**src/hw/rtl/mra_pkg.sv**
```systemverilog
`timescale 1ns / 1ps
`default_nettype none
// ----------------------------------------------------------------------------
// mra_pkg: shared types and constants of the meeting room allocator
// meeting and result words, the search token handed along the room cells,
// the room write command and the controller states
// ----------------------------------------------------------------------------
package mra_pkg;

  localparam int TIME_W       = 32;
  localparam int END_W        = 48;
  localparam int COUNT_W      = 32;
  localparam int ROOM_FIELD_W = 4;
  localparam int CFG_W        = 5;

  localparam int ROOMS_DEFAULT = 16;

  localparam logic [CFG_W-1:0]   CFG_RESET = CFG_W'(16);
  localparam logic [END_W-1:0]   END_MAX   = '1;
  localparam logic [COUNT_W-1:0] COUNT_MAX = '1;

  typedef struct packed {
    logic [TIME_W-1:0] start_time;
    logic [TIME_W-1:0] end_time;
    logic              last_meeting;
  } meeting_word_t;

  typedef struct packed {
    logic [ROOM_FIELD_W-1:0] assigned_room;
    logic [END_W-1:0]        actual_end;
    logic                    batch_done;
    logic [ROOM_FIELD_W-1:0] most_booked_room;
  } result_word_t;

  // running search result carried from cell to cell
  typedef struct packed {
    logic               valid;
    logic               found;
    logic [END_W-1:0]   earliest;
    logic [COUNT_W-1:0] most;
  } pass_t;

  // update command broadcast to all cells
  typedef struct packed {
    logic             en;
    logic             clear;
    logic [END_W-1:0] busy;
  } room_wr_t;

  typedef enum logic [1:0] {
    ST_IDLE,
    ST_SEARCH,
    ST_COUNT,
    ST_FINISH
  } state_t;

endpackage : mra_pkg
`default_nettype wire

```
**src/hw/rtl/mra_cell.sv**
```systemverilog
`timescale 1ns / 1ps
`default_nettype none
// ----------------------------------------------------------------------------
// mra_cell: one room of the allocator chain
// holds the room's busy-until time and booking count, folds them into the
// passing search token and registers the token for the next cell
// ----------------------------------------------------------------------------
module mra_cell #(
  parameter int ROOMS = mra_pkg::ROOMS_DEFAULT,
  parameter int IDX   = 0
) (
  input  wire logic                                  clk,
  input  wire logic                                  rst,
  input  wire logic                                  en,
  input  wire logic [mra_pkg::TIME_W-1:0]            start,
  input  wire mra_pkg::pass_t                        pin,
  input  wire logic [((ROOMS > 1) ? $clog2(ROOMS) : 1)-1:0] pin_free_idx,
  input  wire logic [((ROOMS > 1) ? $clog2(ROOMS) : 1)-1:0] pin_min_idx,
  input  wire logic [((ROOMS > 1) ? $clog2(ROOMS) : 1)-1:0] pin_max_idx,
  output mra_pkg::pass_t                             pout,
  output logic [((ROOMS > 1) ? $clog2(ROOMS) : 1)-1:0] pout_free_idx,
  output logic [((ROOMS > 1) ? $clog2(ROOMS) : 1)-1:0] pout_min_idx,
  output logic [((ROOMS > 1) ? $clog2(ROOMS) : 1)-1:0] pout_max_idx,
  input  wire mra_pkg::room_wr_t                     wr,
  input  wire logic [((ROOMS > 1) ? $clog2(ROOMS) : 1)-1:0] wr_room
);

  localparam int IDX_W = (ROOMS > 1) ? $clog2(ROOMS) : 1;
  localparam logic [IDX_W-1:0] ME = IDX_W'(IDX);

  logic [mra_pkg::END_W-1:0]   busy;
  logic [mra_pkg::COUNT_W-1:0] count;

  mra_pkg::pass_t   pass_next;
  logic [IDX_W-1:0] free_next;
  logic [IDX_W-1:0] min_next;
  logic [IDX_W-1:0] max_next;
  logic [mra_pkg::END_W-1:0] start_ext;

  assign start_ext = {{(mra_pkg::END_W - mra_pkg::TIME_W){1'b0}}, start};

  always_comb begin
    pass_next = pin;
    free_next = pin_free_idx;
    min_next  = pin_min_idx;
    max_next  = pin_max_idx;
    if (en) begin
      if (!pin.found && (busy <= start_ext)) begin
        pass_next.found = 1'b1;
        free_next       = ME;
      end
      if (busy < pin.earliest) begin
        pass_next.earliest = busy;
        min_next           = ME;
      end
      if (count > pin.most) begin
        pass_next.most = count;
        max_next       = ME;
      end
    end
  end

  // token stage
  always_ff @(posedge clk) begin
    if (rst) begin
      pout.valid <= 1'b0;
    end else begin
      pout.valid <= pin.valid;
    end
    pout.found    <= pass_next.found;
    pout.earliest <= pass_next.earliest;
    pout.most     <= pass_next.most;
    pout_free_idx <= free_next;
    pout_min_idx  <= min_next;
    pout_max_idx  <= max_next;
  end

  // room state
  always_ff @(posedge clk) begin
    if (rst || wr.clear) begin
      busy  <= '0;
      count <= '0;
    end else if (wr.en && (wr_room == ME)) begin
      busy <= wr.busy;
      if (count != mra_pkg::COUNT_MAX) begin
        count <= count + mra_pkg::COUNT_W'(1);
      end
    end
  end

endmodule : mra_cell
`default_nettype wire

```
**config.mk**
```make
export PLATFORM = sky130hd
export DESIGN_NAME = mra_cell
export DESIGN_NICKNAME = d
export VERILOG_FILES = /design/src/hw/rtl/mra_pkg.sv /design/src/hw/rtl/mra_cell.sv
export SDC_FILE = /design/constraint.sdc
export NUM_CORES = 1
export LEC_CHECK = 0
export ABC_AREA = 1
export BUFFER_PORTS_ARGS = -buffer_cell sky130_fd_sc_hd__buf_4
export CORE_ASPECT_RATIO = 1.75
export CORE_UTILIZATION = 40
export DETAILED_ROUTE_END_ITERATION = 8
export PLACE_DENSITY = 0.63
export SYNTH_ARGS = -nofsm -noshare
export SYNTH_HDL_FRONTEND = slang
export SYNTH_SLANG_ARGS = --single-unit
```
**constraint.sdc**
```tcl
create_clock -name clk -period 2.58 [get_ports clk]
set_input_delay 0 -clock clk [delete_from_list [all_inputs] [get_ports clk]]
set_output_delay 0 -clock clk [all_outputs]
set_load 0.05 [all_outputs]
```
==> flow_summary.yaml <==
critical_path:
  setup.worst_path.start_class: "flip-flop"
  r2r.worst_path.cells: 10
  required_worst_endpoint_ns: 2.97
  worst_setup_path_end_kind: "flip-flop"
  worst-setup-path-type: "flip-flop to flip-flop"
  critical_path_peak_fanout: 48
  arrival_time_worst_endpoint_ns: 2.79
synth:
  xor_xnor_share_of_the_synthesized_area: 0.0135
  yosysWarningCount: 0
  synth-compound-area-share: 0.0897
  synthTopCellsByArea: "sky130_fd_sc_hd__dfxtp_1 (36%), sky130_fd_sc_hd__ha_1 (14%), sky130_fd_sc_hd__nand2_1 (14%)"
  combinational_family_with_the_most_area_after_synthesis: "simple AND/OR/NAND/NOR gates"
  ys.flop_type: "sky130_fd_sc_hd__dfxtp_1"
  synthTopCellsByCount: "sky130_fd_sc_hd__nand2_1 (363), sky130_fd_sc_hd__inv_1 (182), sky130_fd_sc_hd__dfxtp_1 (174), sky130_fd_sc_hd__nor2_1 (174), sky130_fd_sc_hd__ha_1 (112)"
  syn_area_per_cell_um2: 7.01
  synthCells: 1385
  synth_largest_area_cell: "sky130_fd_sc_hd__dfxtp_1"
  synth.area.mux_share: 0
  synth_top_area_share: 0.359
  synth-simple-area-share: 0.295
  synth-adder-area-share: 0.144
  yosys.cell_count.top_type: "sky130_fd_sc_hd__nand2_1"
  synth-seq-cells: 174
  synth_seq_area_share: 0.359
  synthDistinctLibCells: 34
  synth-edff-count: 0
  synth.cell_area_mm2: 0.00971
  synthesized_net_count: 1680
  ys_async_sr_fraction: 0
cts:
  worst_skew_pair.late_latency_ns: 0.45
  clk_pin_slew_ns: 0.07
  htree_num_levels: 4
  clk_root_buffer_cell: "sky130_fd_sc_hd__clkbuf_16"
  cts_made_buffers: 17
  tritoncts_num_sinks: 174
  cts.path.max_buffers: 2
  tritoncts: "built"
global_routing:
  first_global_vias: 10600
  grt_util_met2: 0.519
  grt-busiest-layer: "met2"
  grt_antenna_before_repair: 0
  grt_start_max_net_pins: 62
  grt_pass1_wl_mm: 50.6
  grt.met1_usage: 0.236
  groute.layer.met3.usage: 0.0630
  gr-total-overflow: 0
  grt.total_usage: 0.263
timing:
  finalWorstPathRequiredPeriod_ns: 2.40
  finalHoldWorstSlack_ns: 0.0345
  max_freq_ghz: 0.417
  totalNegativeSetupSlack_ns: 0
  slew_violations: 0
  timing_hold_violations_final: 0
  setup_repair_after_global_routing_missed_its_margin: "false"
  final.setup_skew_ns: 0.00919
  tightestPinTransition_ns: 0.733
  slew-limit-headroom: 0.511
  min_period_over_period: 0.929
  setup-violations-final: 0
pwr:
  power_density_mw_per_mm2: 472
  peakVddDrop_mv: 0.415
  leakage_nw: 7.36
placement:
  place.gp.congestion: 0.921
  hpwlAfterDp_mm: 23.4
  port-buffer-count: 276
route:
  antenna_left: 0
  vias_per_cell: 4.87
  count_of_vias_placed_by_the_detailed_router: 10300
  first_iter_violations: 430
  drt_pre_antenna_iters: 5
  routed_wire_length_per_instance_um: 15.1
  postRouteWirelength_mm: 32.0
  drc: 0
layout:
  design.final.nets: 2095
  fraction_of_final_layout_cells_with_drive_strength_greater_than_1: 0.193
  area.growth.synth_to_final_pct: 45.8
  n_antenna_cell: 0
floorplan:
  initial_core_utilization: 0.406
  die_h_um: 208
  die_width_um: 120
  placeableCoreArea_mm2: 0.0239
  io_pins: 277
  floorplan.die_area_mm2: 0.0249
  core.rowCount: 75
job:
  max_cap_violations: 0
outcome:
  status: "finished, final reports clean"
worst_hold_path:
  worst_hold_path.num_cells: 4
  hold_path_class: "input pin to flip-flop"
## path summary, 6_finish.rpt
kind / startpoint / endpoint / slack [ns]
worst max-delay path: busy[47] / pout[75] / 0.18
worst min-delay path: en / pout_free_idx[0] / 0.03
worst max register to register: busy[47] / pout[75] / 0.18
worst min register to register: busy[0] / pout[32] / 0.47
## what timing repair did
action                                  in CTS  in global routing
hold endpoints to repair                   142                  0
resized for setup                            0                  2
endpoints found under the setup margin       0                  1
setup buffers                                0                  0
hold buffers                               144                  0
## report_power, final
part	internal [mW]	switching [mW]
logic	0.542	0.685
clock network	1.52	1.12
registers	2.78	0.0360
total	4.84	1.84
## per-stage QoR
| stage | setup WS [ns] | utilization | cells | power, mW | cell area [µm²] |
|---|---|---|---|---|---|
| after global placement | 0.322 | 0.506 | 1945 | 3.91 | 12100 |
| after detailed placement | 0.277 | 0.506 | 1945 | 3.92 | 12100 |
| after global routing | 0.0200 | 0.592 | 2120 | 6.95 | 14200 |
| final | 0.184 | 0.592 | 2120 | 6.68 | 14200 |
| after CTS | 0.0436 | 0.591 | 2120 | 6.74 | 14100 |
| after floorplan | 0.758 | - | 1385 | 3.44 | 9710 |
## cell type report
class,instances,area (µm²)
sequential,174,3480
tap,308,385
multi-input combinational,980,5300
inverter,185,694
clock buffer,22,484
fill,2255,9770
clock inverter,9,110
timing repair buffer,442,3700
## sequential cells by signal, summed over array words and instances (netlist names)
register       flops
pout_min_idx       4
pout_max_idx       4
count             32
pout              82
busy              48
pout_free_idx      4
## kinds of logic after synthesis
group                    after synthesis
AND/OR/NAND/NOR                      688
adder cells (fa/ha/maj)              112
buffers and inverters                231
XOR/XNOR                              15
flip-flops                           174
AO/OA/AOI/OAI                        165
## worst max-delay path, stage by stage, from the launching register on
cell                       delay (ns)
sky130_fd_sc_hd__dfxtp_1         0.38
sky130_fd_sc_hd__ha_1            0.26
sky130_fd_sc_hd__nand2_1         0.07
sky130_fd_sc_hd__nand2_1         0.05
sky130_fd_sc_hd__o21bai_1        0.15
sky130_fd_sc_hd__a21oi_1         0.25
sky130_fd_sc_hd__nand3_1         0.22
sky130_fd_sc_hd__nor2_4          0.16
sky130_fd_sc_hd__buf_4           0.51
sky130_fd_sc_hd__nand3_1         0.16
sky130_fd_sc_hd__nand2_1         0.11
## cells in the final DEF (no fill, tap or decap), drive strengths merged, types with 3 or more instances in the layout
master,n
dfxtp,174
a21oi,79
xnor2,5
buf,298
a21boi,4
clkinv,6
nand3,96
dlygate4sd3,144
o21a,7
inv,183
nor2,179
ha,112
nand2,367
nand4,18
o21ai,70
nor3,22
clkinvlp,3
xor2,10
clkbuf,22
## per-layer routing
metal | wire length [µm] | part of all wire | vias to the layer above
met5 | 0 | 0 | -
met4 | 1600 | 0.050 | 0
met3 | 1550 | 0.048 | 90
met2 | 18000 | 0.56 | 314
met1 | 10800 | 0.34 | 4691
li1 | - | - | 5227
Power figures use the tool's default switching activity.
